[src/design/ufc_pkg.sv]
`timescale 1ns / 1ps
package ufc_pkg;

  typedef enum logic [2:0] {
    CMD_RECV  = 3'd0,
    CMD_READ  = 3'd1,
    CMD_TICK  = 3'd2,
    CMD_SEND  = 3'd3,
    CMD_STOP  = 3'd4,
    CMD_START = 3'd5
  } ufc_cmd_e;

  typedef enum logic [1:0] {
    OP_NONE       = 2'd0,
    OP_READ       = 2'd1,
    OP_SEND_RTS   = 2'd2,
    OP_SEND_READY = 2'd3
  } ufc_op_e;

  typedef enum logic [1:0] {
    ST_IDLE = 2'd0,
    ST_CMD  = 2'd1,
    ST_RD   = 2'd2,
    ST_EVAL = 2'd3
  } ufc_state_e;

  localparam int unsigned CfgIdxW   = 3;
  localparam int unsigned WaitW     = 16;
  localparam int unsigned MarkW     = 5;
  localparam int unsigned FillW     = 5;
  localparam int unsigned CfgDataW  = 16;

  localparam logic [CfgIdxW-1:0] CFG_READ_WAIT  = 3'd0;
  localparam logic [CfgIdxW-1:0] CFG_RTS_WAIT   = 3'd1;
  localparam logic [CfgIdxW-1:0] CFG_READY_WAIT = 3'd2;
  localparam logic [CfgIdxW-1:0] CFG_HIGH_MARK  = 3'd3;
  localparam logic [CfgIdxW-1:0] CFG_LOW_MARK   = 3'd4;
  localparam logic [CfgIdxW-1:0] CFG_SKIP_RTS   = 3'd5;

  localparam logic [WaitW-1:0] READ_WAIT_RST  = 16'd500;
  localparam logic [WaitW-1:0] RTS_WAIT_RST   = 16'd5000;
  localparam logic [WaitW-1:0] READY_WAIT_RST = 16'd500;
  localparam logic [MarkW-1:0] HIGH_MARK_RST  = 5'd13;
  localparam logic [MarkW-1:0] LOW_MARK_RST   = 5'd2;

  typedef struct packed {
    logic [2:0] cmd;
    logic [7:0] byte_in;
    logic       rts_level;
    logic       tx_ready;
  } ufc_in_t;

  typedef struct packed {
    logic             done_res;
    logic             op_ok;
    logic [7:0]       read_byte;
    logic             tx_strobe;
    logic [7:0]       tx_byte;
    logic             cts_out;
    logic [FillW-1:0] fill_level;
    logic             overrun;
    logic             data_available;
  } ufc_res_t;

  typedef struct packed {
    logic latch;
    logic push;
    logic pop;
    logic cts_clr;
    logic cts_set;
    logic wait_clr;
    logic wait_inc;
    logic pbyte_load;
    logic out_load;
    logic out_done;
    logic out_ok;
    logic out_strobe;
  } ufc_ctl_t;

  typedef struct packed {
    logic [2:0] cmd;
    logic       empty;
    logic       rts;
    logic       ready;
    logic       skip;
    logic       over_read;
    logic       over_rts;
    logic       over_ready;
  } ufc_sts_t;

endpackage

[src/design/ufc_ctrl.sv]
`timescale 1ns / 1ps
module ufc_ctrl (
  input  logic              clk_i,
  input  logic              rst_ni,
  input  logic              start_i,
  input  ufc_pkg::ufc_sts_t sts_i,
  output ufc_pkg::ufc_ctl_t ctl_o,
  output logic              busy_o,
  output logic              res_valid_o
);
  import ufc_pkg::*;

  ufc_state_e state_q, state_d;
  ufc_op_e    pend_q, pend_d;
  logic       valid_q;
  logic       tick;

  always_ff @(posedge clk_i or negedge rst_ni) begin
    if (!rst_ni) begin
      state_q <= ST_IDLE;
      pend_q  <= OP_NONE;
      valid_q <= 1'b0;
    end else begin
      state_q <= state_d;
      pend_q  <= pend_d;
      valid_q <= (state_q == ST_EVAL);
    end
  end

  assign tick = (sts_i.cmd == CMD_TICK);

  always_comb begin
    state_d = state_q;
    pend_d  = pend_q;
    ctl_o   = '0;
    case (state_q)
      ST_IDLE: begin
        if (start_i) begin
          ctl_o.latch = 1'b1;
          state_d     = ST_CMD;
        end
      end
      ST_CMD: begin
        state_d = ST_RD;
        case (sts_i.cmd)
          CMD_RECV: ctl_o.push = 1'b1;
          CMD_READ: begin
            if (pend_q == OP_NONE) begin
              pend_d         = OP_READ;
              ctl_o.wait_clr = 1'b1;
            end
          end
          CMD_SEND: begin
            if (pend_q == OP_NONE) begin
              pend_d           = OP_SEND_RTS;
              ctl_o.wait_clr   = 1'b1;
              ctl_o.pbyte_load = 1'b1;
            end
          end
          CMD_STOP:  ctl_o.cts_clr = 1'b1;
          CMD_START: ctl_o.cts_set = 1'b1;
          default: ;
        endcase
      end
      ST_RD: begin
        state_d = ST_EVAL;
      end
      ST_EVAL: begin
        state_d        = ST_IDLE;
        ctl_o.out_load = 1'b1;
        case (pend_q)
          OP_READ: begin
            if (!sts_i.empty) begin
              ctl_o.pop      = 1'b1;
              ctl_o.out_done = 1'b1;
              ctl_o.out_ok   = 1'b1;
              pend_d         = OP_NONE;
            end else if (tick) begin
              ctl_o.wait_inc = 1'b1;
              if (sts_i.over_read) begin
                ctl_o.out_done = 1'b1;
                pend_d         = OP_NONE;
              end
            end
          end
          OP_SEND_RTS: begin
            if (sts_i.rts || sts_i.skip) begin
              if (sts_i.ready) begin
                ctl_o.out_strobe = 1'b1;
                ctl_o.out_done   = 1'b1;
                ctl_o.out_ok     = 1'b1;
                pend_d           = OP_NONE;
              end else begin
                ctl_o.wait_clr = 1'b1;
                pend_d         = OP_SEND_READY;
              end
            end else if (tick) begin
              ctl_o.wait_inc = 1'b1;
              if (sts_i.over_rts) begin
                ctl_o.out_done = 1'b1;
                pend_d         = OP_NONE;
              end
            end
          end
          OP_SEND_READY: begin
            if (sts_i.ready) begin
              ctl_o.out_strobe = 1'b1;
              ctl_o.out_done   = 1'b1;
              ctl_o.out_ok     = 1'b1;
              pend_d           = OP_NONE;
            end else if (tick) begin
              ctl_o.wait_inc = 1'b1;
              if (sts_i.over_ready) begin
                ctl_o.out_done = 1'b1;
                pend_d         = OP_NONE;
              end
            end
          end
          default: ;
        endcase
      end
      default: state_d = ST_IDLE;
    endcase
  end

  assign busy_o      = (state_q != ST_IDLE);
  assign res_valid_o = valid_q;

endmodule

[src/design/ufc_dpath.sv]
`timescale 1ns / 1ps
module ufc_dpath #(
  parameter int unsigned RING_DEPTH = 16
) (
  input  logic                           clk_i,
  input  logic                           rst_ni,
  input  ufc_pkg::ufc_in_t               in_i,
  input  ufc_pkg::ufc_ctl_t              ctl_i,
  input  logic                           cfg_we_i,
  input  logic [ufc_pkg::CfgIdxW-1:0]    cfg_addr_i,
  input  logic [ufc_pkg::CfgDataW-1:0]   cfg_data_i,
  output ufc_pkg::ufc_sts_t              sts_o,
  output ufc_pkg::ufc_res_t              res_o
);
  import ufc_pkg::*;

  localparam int unsigned IdxW = $clog2(RING_DEPTH);
  localparam int unsigned CntW = $clog2(RING_DEPTH + 1);
  localparam int unsigned CmpW = (CntW > MarkW) ? CntW : MarkW;

  logic [7:0]       mem [RING_DEPTH];
  logic [7:0]       rd_q;
  ufc_in_t          in_q;
  logic [IdxW-1:0]  head_q, head_d, tail_q, tail_d;
  logic [CntW-1:0]  cnt_q, cnt_d, cnt_inc, cnt_dec;
  logic             cts_q, cts_d;
  logic [WaitW-1:0] wait_q, wait_d, wait_nxt;
  logic             ovr_q, ovr_d;
  logic [7:0]       pbyte_q;
  logic [WaitW-1:0] read_lim_q, rts_lim_q, ready_lim_q;
  logic [MarkW-1:0] high_q, low_q;
  logic             skip_q;
  logic             full, push_ok;
  logic             done_q, ok_q, strobe_q;
  logic [7:0]       rbyte_q, tbyte_q;

  assign full    = (cnt_q == CntW'(RING_DEPTH));
  assign push_ok = ctl_i.push && !full;
  assign cnt_inc = cnt_q + 1'b1;
  assign cnt_dec = cnt_q - 1'b1;
  assign wait_nxt = (wait_q == '1) ? wait_q : wait_q + 1'b1;

  always_comb begin
    head_d = head_q;
    tail_d = tail_q;
    cnt_d  = cnt_q;
    cts_d  = cts_q;
    ovr_d  = ovr_q;
    wait_d = wait_q;
    if (ctl_i.push && full) begin
      ovr_d = 1'b1;
    end
    if (push_ok) begin
      tail_d = (tail_q == IdxW'(RING_DEPTH - 1)) ? '0 : tail_q + 1'b1;
      cnt_d  = cnt_inc;
      if (CmpW'(cnt_inc) == CmpW'(high_q)) begin
        cts_d = 1'b0;
      end
    end
    if (ctl_i.pop) begin
      head_d = (head_q == IdxW'(RING_DEPTH - 1)) ? '0 : head_q + 1'b1;
      cnt_d  = cnt_dec;
      if (CmpW'(cnt_dec) == CmpW'(low_q)) begin
        cts_d = 1'b1;
      end
    end
    if (ctl_i.cts_clr) begin
      cts_d = 1'b0;
    end
    if (ctl_i.cts_set) begin
      cts_d = 1'b1;
    end
    if (ctl_i.wait_clr) begin
      wait_d = '0;
    end else if (ctl_i.wait_inc) begin
      wait_d = wait_nxt;
    end
  end

  always_ff @(posedge clk_i or negedge rst_ni) begin
    if (!rst_ni) begin
      head_q      <= '0;
      tail_q      <= '0;
      cnt_q       <= '0;
      cts_q       <= 1'b1;
      wait_q      <= '0;
      ovr_q       <= 1'b0;
      pbyte_q     <= '0;
      read_lim_q  <= READ_WAIT_RST;
      rts_lim_q   <= RTS_WAIT_RST;
      ready_lim_q <= READY_WAIT_RST;
      high_q      <= HIGH_MARK_RST;
      low_q       <= LOW_MARK_RST;
      skip_q      <= 1'b0;
    end else begin
      head_q <= head_d;
      tail_q <= tail_d;
      cnt_q  <= cnt_d;
      cts_q  <= cts_d;
      wait_q <= wait_d;
      ovr_q  <= ovr_d;
      if (ctl_i.pbyte_load) begin
        pbyte_q <= in_q.byte_in;
      end
      if (cfg_we_i) begin
        case (cfg_addr_i)
          CFG_READ_WAIT:  read_lim_q  <= cfg_data_i;
          CFG_RTS_WAIT:   rts_lim_q   <= cfg_data_i;
          CFG_READY_WAIT: ready_lim_q <= cfg_data_i;
          CFG_HIGH_MARK:  high_q      <= cfg_data_i[MarkW-1:0];
          CFG_LOW_MARK:   low_q       <= cfg_data_i[MarkW-1:0];
          CFG_SKIP_RTS:   skip_q      <= cfg_data_i[0];
          default: ;
        endcase
      end
    end
  end

  always_ff @(posedge clk_i) begin
    if (push_ok) begin
      mem[tail_q] <= in_q.byte_in;
    end
    rd_q <= mem[head_q];
  end

  always_ff @(posedge clk_i) begin
    if (ctl_i.latch) begin
      in_q <= in_i;
    end
    if (ctl_i.out_load) begin
      done_q   <= ctl_i.out_done;
      ok_q     <= ctl_i.out_ok;
      strobe_q <= ctl_i.out_strobe;
      rbyte_q  <= ctl_i.pop ? rd_q : 8'd0;
      tbyte_q  <= ctl_i.out_strobe ? pbyte_q : 8'd0;
    end
  end

  assign sts_o.cmd        = in_q.cmd;
  assign sts_o.empty      = (cnt_q == '0);
  assign sts_o.rts        = in_q.rts_level;
  assign sts_o.ready      = in_q.tx_ready;
  assign sts_o.skip       = skip_q;
  assign sts_o.over_read  = (wait_nxt > read_lim_q);
  assign sts_o.over_rts   = (wait_nxt > rts_lim_q);
  assign sts_o.over_ready = (wait_nxt > ready_lim_q);

  assign res_o.done_res       = done_q;
  assign res_o.op_ok          = ok_q;
  assign res_o.read_byte      = rbyte_q;
  assign res_o.tx_strobe      = strobe_q;
  assign res_o.tx_byte        = tbyte_q;
  assign res_o.cts_out        = cts_q;
  assign res_o.fill_level     = FillW'(cnt_q);
  assign res_o.overrun        = ovr_q;
  assign res_o.data_available = (cnt_q != '0);

endmodule

[src/design/uart_rx_fifo_flow_control.sv]
// Receive-side byte ring with RTS/CTS flow control for a serial link.
// Command channel: an item (cmd, byte_in, rts_level, tx_ready) is taken when
// start is high and busy is low. Commands: byte received, read, tick, send,
// stop reception, start reception.
// Each item yields one result on res_o, marked by res_valid_o for exactly one
// cycle, after the controller steps command update, ring read with registered
// read data, pending evaluation and result register. The receiver cannot
// stall: a result not sampled in its cycle is lost. busy drops in the result
// cycle, so a new item can be taken from that cycle on, not before.
// Config channel: cfg_valid_i/cfg_ready_o with cfg_addr_i/cfg_data_i; ready
// is always high, write only while busy is low.
// Reset clears the ring pointers and fill level, raises CTS, drops any
// pending read or send, clears the overrun flag and loads default limits.
`timescale 1ns / 1ps
module uart_rx_fifo_flow_control #(
  parameter int unsigned RING_DEPTH = 16
) (
  input  logic                         clk_i,
  input  logic                         rst_ni,
  input  logic                         start,
  output logic                         busy,
  input  ufc_pkg::ufc_in_t             in_i,
  output logic                         res_valid_o,
  output ufc_pkg::ufc_res_t            res_o,
  input  logic                         cfg_valid_i,
  output logic                         cfg_ready_o,
  input  logic [ufc_pkg::CfgIdxW-1:0]  cfg_addr_i,
  input  logic [ufc_pkg::CfgDataW-1:0] cfg_data_i
);
  import ufc_pkg::*;

  ufc_ctl_t ctl;
  ufc_sts_t sts;

  assign cfg_ready_o = 1'b1;

  ufc_ctrl u_ctrl (
    .clk_i       (clk_i),
    .rst_ni      (rst_ni),
    .start_i     (start),
    .sts_i       (sts),
    .ctl_o       (ctl),
    .busy_o      (busy),
    .res_valid_o (res_valid_o)
  );

  ufc_dpath #(
    .RING_DEPTH (RING_DEPTH)
  ) u_dpath (
    .clk_i      (clk_i),
    .rst_ni     (rst_ni),
    .in_i       (in_i),
    .ctl_i      (ctl),
    .cfg_we_i   (cfg_valid_i && cfg_ready_o),
    .cfg_addr_i (cfg_addr_i),
    .cfg_data_i (cfg_data_i),
    .sts_o      (sts),
    .res_o      (res_o)
  );

endmodule

[config.mk]
export PLATFORM = sky130hd
export DESIGN_NAME = uart_rx_fifo_flow_control
export DESIGN_NICKNAME = d
export VERILOG_FILES = /design/src/design/ufc_pkg.sv /design/src/design/ufc_ctrl.sv /design/src/design/ufc_dpath.sv /design/src/design/uart_rx_fifo_flow_control.sv
export SDC_FILE = /design/constraint.sdc
export NUM_CORES = 1
export LEC_CHECK = 0
export ABC_AREA = 0
export BUFFER_PORTS_ARGS = -buffer_cell sky130_fd_sc_hd__buf_4
export CAP_MARGIN = 15
export CORE_MARGIN = 2
export CORE_UTILIZATION = 57
export DETAILED_ROUTE_END_ITERATION = 10
export PLACE_DENSITY_LB_ADDON = 0.08
export SYNTH_ARGS = -nofsm -noshare
export SYNTH_HDL_FRONTEND = slang
export SYNTH_SLANG_ARGS = --single-unit
[constraint.sdc]
create_clock -name clk_i -period 5.46 [get_ports clk_i]
set_input_delay 1.092 -clock clk_i [delete_from_list [all_inputs] [get_ports clk_i]]
set_output_delay 1.092 -clock clk_i [all_outputs]
set_load 0.005 [all_outputs]
==> results of run 1 <==
## state kept, by name, indices dropped and copies added (netlist names), 8 cells and up
register and count:
u_dpath.mem 128, u_dpath.read_lim_q 16, u_dpath.ready_lim_q 16, u_dpath.rts_lim_q 16, u_dpath.wait_q 16, u_dpath.in_q 8
u_dpath.pbyte_q 8, u_dpath.rbyte_q 8, u_dpath.rd_q 8, u_dpath.tbyte_q 8
## synthesized netlist by cell type (26+ instances only)
cell      instances
a21oi_1          44
and2_1           26
dfrtp_1          81
edfxtp_1        160
ha_1             66
inv_1            61
mux2_2           32
mux2i_1          27
nand2_1          98
nor2_1           41
o21ai_0          70
## metrics by stage
stage | power [µW] | setup WS [ns] | instance area (µm²)
6_report | 6414 | 1.505 | 14290
2_1_floorplan | 3932 | 2.133 | 12650
3_3_place_gp | 4460 | 1.703 | 13330
3_5_place_dp | 4501 | 1.641 | 13330
4_1_cts | 6451 | 1.604 | 14290
5_1_grt | 6753 | 1.261 | 14290
## report_power, final
group          switching [µW]  internal [µW]
Sequential                306           2550
Clock                     776           1160
Combinational             888            730
## cells by family (layout without fill, tap and decap cells)
kind of cell	count (synthesis)	after routing	share of synthesized area (%)
fa+ha+maj	66	66	6.526
compound gates	175	175	8.305
buf+inv	107	187	3.629
xor+xnor	38	38	2.630
flops	271	271	59.82
other cells	1	1	0.02963
mux	76	76	7.920
simple gates	271	271	11.14
## path summary, 6_finish.rpt
kind | from | end | slack [ns] | cells past startpoint
worst max register to register | u_dpath.wait_q[0]$_DFFE_PN0P_ | u_dpath.done_q$_SDFFCE_PN0P_ | 1.50 | 13
min in group asynchronous | rst_ni | u_dpath.low_q[3]$_DFFE_PN0P_ | 0.64 | 1
worst min-delay path | u_dpath.ovr_q$_DFFE_PN0P_ | u_dpath.ovr_q$_DFFE_PN0P_ | 0.47 | 1
max in group asynchronous | rst_ni | u_dpath.read_lim_q[4]$_DFFE_PN1P_ | 3.75 | 2
worst min register to register | u_dpath.ovr_q$_DFFE_PN0P_ | u_dpath.ovr_q$_DFFE_PN0P_ | 0.47 | 1
worst max-delay path | u_dpath.wait_q[0]$_DFFE_PN0P_ | u_dpath.done_q$_SDFFCE_PN0P_ | 1.50 | 13
## routing by layer
layer	global-route usage (%)	up-vias
met5	0	-
met4	6.041	0
met3	3.941	42
met2	34.23	292
met1	38.30	3905
li1	-	3773
## layout make-up
class	instances	area share, %
timing repair buffer	72	3.782
sequential	271	52.98
tap	280	2.452
clock inverter	11	0.7705
clock buffer	43	5.936
inverter	61	1.602
multi-input combinational	627	32.48
==> results.md, run 1 <==
- Clock skew: 0.009827 ns
- Maximum clock insertion buffer count: 3
- Vias per inst: 5.870
- Crit-path cells: ha_1, nand2_1, nor4_2, nand3_1, o21ai_0, o21ai_1, ha_1, nand4_1, nor3_1, a2111oi_0, nand3b_1, a41oi_1, a31oi_1
- Buf+Inv Stages, Crit Path: 0
- Status: completed
- Startpoint types: flop
- Fmax achieved: 252.8 MHz
- Dpl hpwl: 18.75 mm
- Largest net degree at the start of global routing: 65
- # diodes: 0
- Unrepaired setup endpoints after global routing: false
- Top Layer Used: met4
- Total negative slack: 0 ns
- Initial antenna violation count: 0
- Power per cell area: 448.8 mW/mm²
- Vias in the first global route: 7,772
- Core area: 0.02182 mm²
- Sequential share of the synthesized area: 59.82%
- Number of enable flip-flop cells after synthesis: 160
- Ys Warns: 0
- Worst hold margin: 0.4689 ns
- Yosys reg bits: 271
- Pins Over Slew Limit: 0
- Post-route DRC: 0
- # rows: 54
- Layout cells sized above 1: 19.08%
- Leakage: 0.005657 µW
- Met3 WL post-DR: 1.959 mm
- Syn Area/Cell: 12.59 µm²
- Max-cap violations: 0
- Async set-reset flop share out of synthesis: 38.01%
- Syn Inst Count: 1,005
- Endpoints failing setup: 0
- Clock Tree Root: clkbuf_16
- Cells after DPL: 1,311
- Predominant post-synthesis flop cell: edfxtp_1
- Fin crit share: 72.44%
- Most frequent cells in the layout: edfxtp_1 (160), nand2_1 (98), dfrtp_1 (80)
- CP Capture Type: flop
- Die W: 153 µm
- Syn Std Cell Area: 0.01265 mm²
- Slowest CP cell: a2111oi_0
- Max_slew headroom: 23.76%
- Delay of the slowest critical-path stage: 0.78 ns
- Routed metal-1 wirelength: 13.21 mm
- First-pass GRT wire length: 43.73 mm
- Final Hold Violating Endpoints: 0
- Yosys cell types: 69
- Final min period: 3.955 ns
- Post-CTS setup buffers: 0
- Cell Count, Final, Fillers Out: 1,365
- DRT Pass-1 Iters: 5
- Worst-skew pair later-pin latency: 0.55 ns
- Met2 WL: 11.41 mm
- Fillers: 1,665
- Drt wl/cell: 19.90 µm
- Crit path max-delay family: compound AO/OA/AOI/OAI gates
- CP arrival: 4.24 ns
- GP Congestion: 0.8975
- Post-CTS Hold Buffers: 0
- IO Pins: 66
- Register area: 0.007571 mm²
- Synth area leader: edfxtp_1
- Total GRT Usage: 23.91%
- Initial Utilization: 57.99%
- CTS resizes: 0
- Most frequent CP cell: ha_1
- Synth top area cells: edfxtp_1 (38%), dfrtp_1 (16%), ha_1 (6.5%)
- Req. time, crit path: 5.75 ns
- # nets final: 1,164
- Fin util: 65.48%
- CP Class: reg -> reg
- H-tree levels: 1
- Input/output buffers: 64
- Total number of vias: 8,012
- Top cell type's share of synthesized area: 37.97%
- Post-DRT Antenna Nets: 0
- Max VDD drop: 0.2537 mV
- Most common cell after layout, fill and taps aside: edfxtp_1
- Die H: 153 µm
- DR iter-0 viols: 715
- Die area: 0.02341 mm²
- Worst Tran Pin Value: 1.141 ns
- Area delta synth->final: 12.92%
- Area occupied by multi-input gates: 0.004641 mm²
- Num CTS Buffers: 29
- Clock transition at path regs: 0.06 ns
- Clock tree from TritonCTS: built
- CP Max Fanout: 6
- Type of the worst min-delay path: reg -> reg
- Total length of routed wires: 27.17 mm
- Net Count, Synth: 1,107
- Total gr overflow: 0
- Clock sink count: 271
Note: power is estimated with default switching activity, not from simulation.
==> run 2, diff against run 1 <==
--- a/config.mk
+++ b/config.mk
@@ -5,11 +5,11 @@
 export SDC_FILE = /design/constraint.sdc
 export NUM_CORES = 1
 export LEC_CHECK = 0
-export ABC_AREA = 0
+export ABC_AREA = 1
 export BUFFER_PORTS_ARGS = -buffer_cell sky130_fd_sc_hd__buf_4
 export CAP_MARGIN = 15
 export CORE_MARGIN = 2
-export CORE_UTILIZATION = 57
+export CORE_UTILIZATION = 55
 export DETAILED_ROUTE_END_ITERATION = 10
 export PLACE_DENSITY_LB_ADDON = 0.08
 export SYNTH_ARGS = -nofsm -noshare
==> constraint.sdc (replaced) <==
create_clock -name clk_i -period 3.5 [get_ports clk_i]
set_input_delay 0.7 -clock clk_i [delete_from_list [all_inputs] [get_ports clk_i]]
set_output_delay 0.7 -clock clk_i [all_outputs]
set_load 0.005 [all_outputs]
==> results.md, run 2 <==
- Status: completed
- Core area: 0.02264 mm² (+3.7%)
- Pins Over Slew Limit: 0 (unchanged)
- Startpoint types: flop
- DRT Pass-1 Iters: 4 (-1)
- Die area: 0.02427 mm² (+3.7%)
- Endpoints failing setup: 0 (unchanged)
- CP arrival: 3.53 ns (-0.71 ns)
- Num CTS Buffers: 29 (unchanged)
- Delay of the slowest critical-path stage: 0.42 ns (-0.36 ns)
- # rows: 55 (+1.9%)
- Worst hold margin: 0.1851 ns (-0.2838 ns)
- Largest net degree at the start of global routing: 66 (+1.5%)
- Fin util: 63.92% (-1.6 points)
- Input/output buffers: 64 (unchanged)
- Type of the worst min-delay path: in -> async
- Total length of routed wires: 28.20 mm (+3.8%)
- Crit. Startpoint: u_dpath.wait_q[0]$_DFFE_PN0P_
- R2R Path End: u_ctrl.pend_q[0]$_DFFE_PN0P_
- Total gr overflow: 0 (unchanged)
- Syn Inst Count: 1,242 (+24%)
- H-tree levels: 1 (unchanged)
- Commonest cells post-synth: nand2_1 (238), edfxtp_1 (160), inv_1 (142), nor2_1 (116), o21ai_0 (116)
- Clock Tree Root: clkbuf_16
- Most common cell after layout, fill and taps aside: nand2_1
- # diodes: 0 (unchanged)
- Synth top area cells: edfxtp_1 (38%), dfrtp_1 (16%), nand2_1 (7.1%)
- Origin of the critical flop-to-flop path: u_dpath.wait_q[0]$_DFFE_PN0P_
- Worst Tran Pin Value: 0.9562 ns (-0.1851 ns)
- Vias per inst: 5.322 (-9.3%)
- Die H: 155.8 µm (+1.8%)
- # nets final: 1,423 (+22%)
- Power per cell area: 679.9 mW/mm² (+51%)
- Net Count, Synth: 1,344 (+21%)
- FF-to-FF setup slack: 0.39 ns (-1.12 ns)
- Slowest CP cell: dfrtp_1
- Final Hold Violating Endpoints: 0 (unchanged)
- First-pass GRT wire length: 45.18 mm (+3.3%)
- Fin crit share: 88.86% (+16 points)
- Post-route DRC: 0 (unchanged)
- Async set-reset flop share out of synthesis: 38.01% (unchanged)
- Clock skew: 0.009067 ns (-0.0007602 ns)
- Top cell type's share of synthesized area: 37.92% (-0.045 points)
- Worst-skew pair later-pin latency: 0.54 ns (about the same)
- Leakage: 0.006392 µW (+13%)
- Design Power: 9839 µW (+53%)
- Clock tree from TritonCTS: built
- CP Max Fanout: 9 (+3)
- IO Pins: 66 (unchanged)
- Biggest register: u_dpath.mem
- Most frequent cells in the layout: nand2_1 (238), edfxtp_1 (160), inv_1 (142)
- Die W: 155.8 µm (+1.8%)
- Final min period: 3.110 ns (-0.8449 ns)
- Synth area leader: edfxtp_1
- Most frequent CP cell: nand2_1
- Crit-path cells: ha_1, nand2_1, inv_2, nand4_4, inv_2, nand3_2, nor2_4, inv_2, o21ai_1, inv_1, ha_1, inv_1, nor2_1, o21bai_1, nand2_1, nand2_1, nand3_1, nand2_1, a21oi_1, nand3_1, nand2_1, nand2_1
- Area delta synth->final: 14.23%
- Initial Utilization: 55.96% (-2.0 points)
- Non-Filler Cell Area, Final: 0.01447 mm² (+1.3%)
- Yosys cell types: 49 (-29%)
- Max VDD drop: 0.3845 mV (+52%)
- Syn Std Cell Area: 0.01267 mm² (+0.12%)
- CTS resizes: 0 (unchanged)
- GP Congestion: 0.9175 (+2.2%)
- Ys Warns: 0 (unchanged)
- Max_slew headroom: 36.10% (+12 points)
- Fmax achieved: 321.5 MHz (+27%)
- DR iter-0 viols: 666 (-6.9%)
- Dpl hpwl: 19.39 mm (+3.4%)
- Total negative slack: 0 ns (unchanged)
- Syn Area/Cell: 10.20 µm² (-19%)
- Sequential share of the synthesized area: 59.75% (-0.071 points)
- CP Capture Type: flop
- Maximum clock insertion buffer count: 3 (unchanged)
- Layout cells sized above 1: 15.18% (-3.9 points)
- Post-DRT Antenna Nets: 0 (unchanged)
- Number of enable flip-flop cells after synthesis: 160 (unchanged)
- Max-cap violations: 0 (unchanged)
- Worst R2R Path Depth: 22 (+9)
- Req. time, crit path: 3.92 ns (-1.83 ns)
- Yosys reg bits: 271 (unchanged)
- CP Class: reg -> reg
- Initial antenna violation count: 0 (unchanged)
- Predominant post-synthesis flop cell: edfxtp_1
- Post-CTS Hold Buffers: 0 (unchanged)
- Clock transition at path regs: 0.06 ns (about the same)
- Top-count cell post-synth: nand2_1
- Total GRT Usage: 23.88% (-0.037 points)
- Post-DP Area: 0.01350 mm² (+1.2%)
- Vias in the first global route: 8,354 (+7.5%)
- Post-CTS setup buffers: 0 (unchanged)
- Clock sink count: 271 (unchanged)
- Max reg flops: 128 (unchanged)
- Total number of vias: 8,669 (+8.2%)
- Drt wl/cell: 17.31 µm (-13%)
- Unrepaired setup endpoints after global routing: false
## run 2: cell count changes after synthesis, moves of 17 or more
| cell | change |
|---|---|
| xnor2_1 | -19 |
| o21ai_0 | +46 |
| mux2i_1 | -27 |
| and2_1 | -25 |
| nor2_1 | +75 |
| inv_2 | +17 |
| mux2_2 | -32 |
| nand2_1 | +140 |
| o22ai_1 | +17 |
| inv_1 | +81 |
## run 2: kinds of logic (layout without fill, tap and decap cells)
kind of cell	after synthesis	in the layout	synth area share (%)
adder cells (fa/ha/maj)	66	66	6.518
flip-flops	271	271	59.75
AO/OA/AOI/OAI	241	241	10.69
buffers and inverters	200	302	6.330
AND/OR/NAND/NOR	441	441	15.11
XOR/XNOR	22	22	1.580
other	1	1	0.02960
## run 2: cell type report
cell class | instances | area [µm²]
Multi-Input combinational cell | 771 | 4298
Timing Repair Buffer | 87 | 665.6
Clock inverter | 18 | 195.2
Sequential cell | 271 | 7571
Fill cell | 1858 | 8168
Inverter | 161 | 604.3
Clock buffer | 36 | 782.0
Tap cell | 285 | 356.6
## run 2: power breakdown
part | switching, µW | total, µW | internal [µW]
clock | 1230 | 3100 | 1880
combinational | 1540 | 2410 | 867
sequential | 378 | 4330 | 3950
## run 2: critical path: cells and delay by family (launching register included)
| family | cells | cell delay [ns] |
|---|---|---|
| flops | 1 | 0.42 |
| simple gates | 12 | 1.16 |
| fa+ha+maj | 2 | 0.53 |
| buf+inv | 5 | 0.43 |
| compound gates | 3 | 0.47 |
## run 2: stage by stage
stage,worst slack [ns],instances
finish,0.3897,1629
global route,0.03234,1629
CTS,0.4315,1629
detailed placement,0.4444,1575
global placement,0.4533,1575
floorplan,0.8524,1242
## run 2: worst max-delay path by stage
stage,end,slack [ns],depth (start not counted)
2_1_floorplan,u_ctrl.pend_q[0]$_DFFE_PN0P_,0.85,22
3_5_place_dp,u_dpath.done_q$_SDFFCE_PN0P_,0.44,20
4_1_cts,u_ctrl.pend_q[0]$_DFFE_PN0P_,0.43,22
6_report,u_ctrl.pend_q[0]$_DFFE_PN0P_,0.39,22
5_1_grt,u_ctrl.pend_q[0]$_DFFE_PN0P_,0.03,22
3_3_place_gp,u_dpath.done_q$_SDFFCE_PN0P_,0.45,20
## run 2: routing by layer
metal  GRT usage [%]  routed length, µm
met4           5.941                572
met1           33.30              12830
met3           2.861               1255
met5               0                  0
met2           40.31              13540
==> run 3, diff against run 2 <==
--- a/config.mk
+++ b/config.mk
@@ -9,9 +9,11 @@
 export BUFFER_PORTS_ARGS = -buffer_cell sky130_fd_sc_hd__buf_4
 export CAP_MARGIN = 15
 export CORE_MARGIN = 2
-export CORE_UTILIZATION = 55
+export CORE_UTILIZATION = 57
+export CTS_BUF_LIST = sky130_fd_sc_hd__clkbuf_4 sky130_fd_sc_hd__clkbuf_8
+export CTS_CLUSTER_SIZE = 25
 export DETAILED_ROUTE_END_ITERATION = 10
-export PLACE_DENSITY_LB_ADDON = 0.08
+export PLACE_DENSITY = 0.78
 export SYNTH_ARGS = -nofsm -noshare
 export SYNTH_HDL_FRONTEND = slang
 export SYNTH_SLANG_ARGS = --single-unit
==> results.md, run 3 (synthesis gave the netlist of run 2 again) <==
- Max_slew headroom: 27.32% (-8.8 points)
- Post-CTS setup buffers: 0 (unchanged)
- Biggest register: u_dpath.mem
- Fmax achieved: 323.7 MHz (+0.68%)
- Share of power burned in registers: 45.4% (+1.4 points)
- CP Class: reg -> reg
- H-tree levels: 2 (+1)
- # diodes: 0 (unchanged)
- Layout cells sized above 1: 16.92% (+1.7 points)
- IO Pins: 66 (unchanged)
- Die area: 0.02344 mm² (-3.4%)
- Post-DRT Antenna Nets: 0 (unchanged)
- Req. time, crit path: 3.93 ns (about the same)
- Power per cell area: 665.4 mW/mm² (-2.1%)
- First-pass GRT wire length: 44.91 mm (-0.61%)
- Worst hold margin: 0.2719 ns (+0.08671 ns)
- Total negative slack: 0 ns (unchanged)
- Worst Tran Pin Value: 1.089 ns (+0.1324 ns)
- Max-cap violations: 0 (unchanged)
- Total length of routed wires: 28.10 mm (-0.34%)
- Post-CTS Hold Buffers: 0 (unchanged)
- Max VDD drop: 0.3518 mV (-8.5%)
- Total gr overflow: 0 (unchanged)
- Post-route DRC: 0 (unchanged)
- Clock skew: 0.03055 ns (+0.02148 ns)
- # rows: 54 (-1.8%)
- CP arrival: 3.52 ns (about the same)
- Max reg flops: 128 (unchanged)
- Unrepaired setup endpoints after global routing: false
- Initial antenna violation count: 0 (unchanged)
- Dpl hpwl: 19.32 mm (-0.38%)
- DR iter-0 viols: 698 (+4.8%)
- Net Sw Power: 3210 µW (+2.0%)
- Drt wl/cell: 17.02 µm (-1.7%)
- Final Hold Violating Endpoints: 0 (unchanged)
- Logic pwr share: 25.5% (+1.0 points)
- Total GRT Usage: 24.17% (+0.29 points)
- Input/output buffers: 64 (unchanged)
- P_int: 6363 µW (-4.9%)
- Worst-skew pair later-pin latency: 0.57 ns (+0.03 ns)
- Pins Over Slew Limit: 0 (unchanged)
- Leakage: 0.006401 µW (+0.13%)
- Clock tree from TritonCTS: built
- Clock sink count: 271 (unchanged)
- Most common cell after layout, fill and taps aside: nand2_1
- Clock Tree Root: clkbuf_8
- CP Capture Type: flop
- CTS resizes: 0 (unchanged)
- Status: completed
- DRT Pass-1 Iters: 5 (+1)
- Vias per inst: 5.532 (+3.9%)
- Initial Utilization: 58.06% (+2.1 points)
- Vias in the first global route: 8,737 (+4.6%)
- # nets final: 1,437 (+0.98%)
- Area delta synth->final: 13.56%
- Maximum clock insertion buffer count: 3 (unchanged)
- Largest net degree at the start of global routing: 69 (+4.5%)
- Setup WS pre-CTS: 0.4555 ns (+0.01108 ns)
- Type of the worst min-delay path: in -> async
- Startpoint types: flop
- CP Max Fanout: 9 (unchanged)
- Die H: 153.1 µm (-1.7%)
- Clock transition at path regs: 0.06 ns (about the same)
- Final min period: 3.089 ns (-0.02110 ns)
- Core area: 0.02182 mm² (-3.6%)
- Fin crit share: 88.26% (-0.60 points)
- Clock power share: 29.1% (-2.4 points)
- Die W: 153.1 µm (-1.7%)
- Endpoints failing setup: 0 (unchanged)
- GP Congestion: 0.9245 (+0.76%)
- Worst setup margin: 0.4108 ns (+0.02110 ns)
- Most frequent cells in the layout: nand2_1 (238), edfxtp_1 (160), inv_1 (142)
- Switching share of power: 33.53% (+1.6 points)
- Total number of vias: 9,133 (+5.4%)
- Num CTS Buffers: 44 (+52%)
-- run 3: path summary, 6_finish.rpt --
| check | end | slack [ns] | startpoint | cells past startpoint |
|---|---|---|---|---|
| worst min register to register | u_dpath.ovr_q$_DFFE_PN0P_ | 0.46 | u_dpath.ovr_q$_DFFE_PN0P_ | 1 |
| max in group asynchronous | u_dpath.low_q[1]$_DFFE_PN1P_ | 2.34 | rst_ni | 2 |
| worst max-delay path | u_ctrl.pend_q[1]$_DFFE_PN0P_ | 0.41 | u_dpath.wait_q[0]$_DFFE_PN0P_ | 22 |
| worst min-delay path | u_ctrl.state_q[1]$_DFFE_PN0P_ | 0.27 | rst_ni | 1 |
| min in group clk_i | u_dpath.in_q[6]$_DFFE_PP_ | 0.33 | in_i[6] | 1 |
| worst max register to register | u_ctrl.pend_q[1]$_DFFE_PN0P_ | 0.41 | u_dpath.wait_q[0]$_DFFE_PN0P_ | 22 |
-- run 3: final cells by class --
type / instances / area (µm²)
clock buffers: 65 / 794.5
clock inverters: 17 / 125.1
fillers: 1653 / 7436
inverters: 161 / 604.3
multi-input cells: 771 / 4298
flip-flops and latches: 271 / 7570
well taps: 280 / 350.3
repair buffers: 86 / 645.6
-- run 3: worst max-delay path: stages, from the launching register on --
cell and delay, ns:
dfrtp_1 0.42, ha_1 0.21, nand2_1 0.07, inv_2 0.08, nand4_4 0.12, inv_2 0.08, nand3_2 0.11, nor2_4 0.18
inv_2 0.11, o21ai_1 0.21, inv_1 0.13, ha_1 0.32, inv_1 0.04, nor2_1 0.08, o21bai_1 0.07, nand2_1 0.08
nand2_1 0.05, nand3_1 0.09, nand2_1 0.07, a21oi_1 0.21, nand3_1 0.13, nand2_1 0.08, nand2_1 0.05
-- run 3: power by group through the flow --
stage                     registers [µW]  logic (µW)  clock network, µW
after global routing                4400        2760               2990
after floorplan                     4230        1710                  0
after global placement              4370        2340                  0
after detailed placement            4400        2420                  0
after CTS                           4340        2430               2840
final                               4340        2440               2790
-- run 3: through the flow --
stage	utilization (%)	cells	total power (µW)	cell area [µm²]
2_1_floorplan	-	1242	5946	12670
3_3_place_gp	61.71	1569	6717	13470
3_5_place_dp	61.71	1569	6811	13470
4_1_cts	65.93	1651	9616	14390
5_1_grt	65.93	1651	10140	14390
6_report	65.93	1651	9573	14390
-- run 3: per-layer routing --
metal  routed length (µm)  GRT usage [%]  up-vias
li1                     -              -     4375
met1                12250          33.60     4337
met2                12950          38.31      347
met3                 2054          4.735       74
met4                  839          8.730        0
met5                    0              0        -
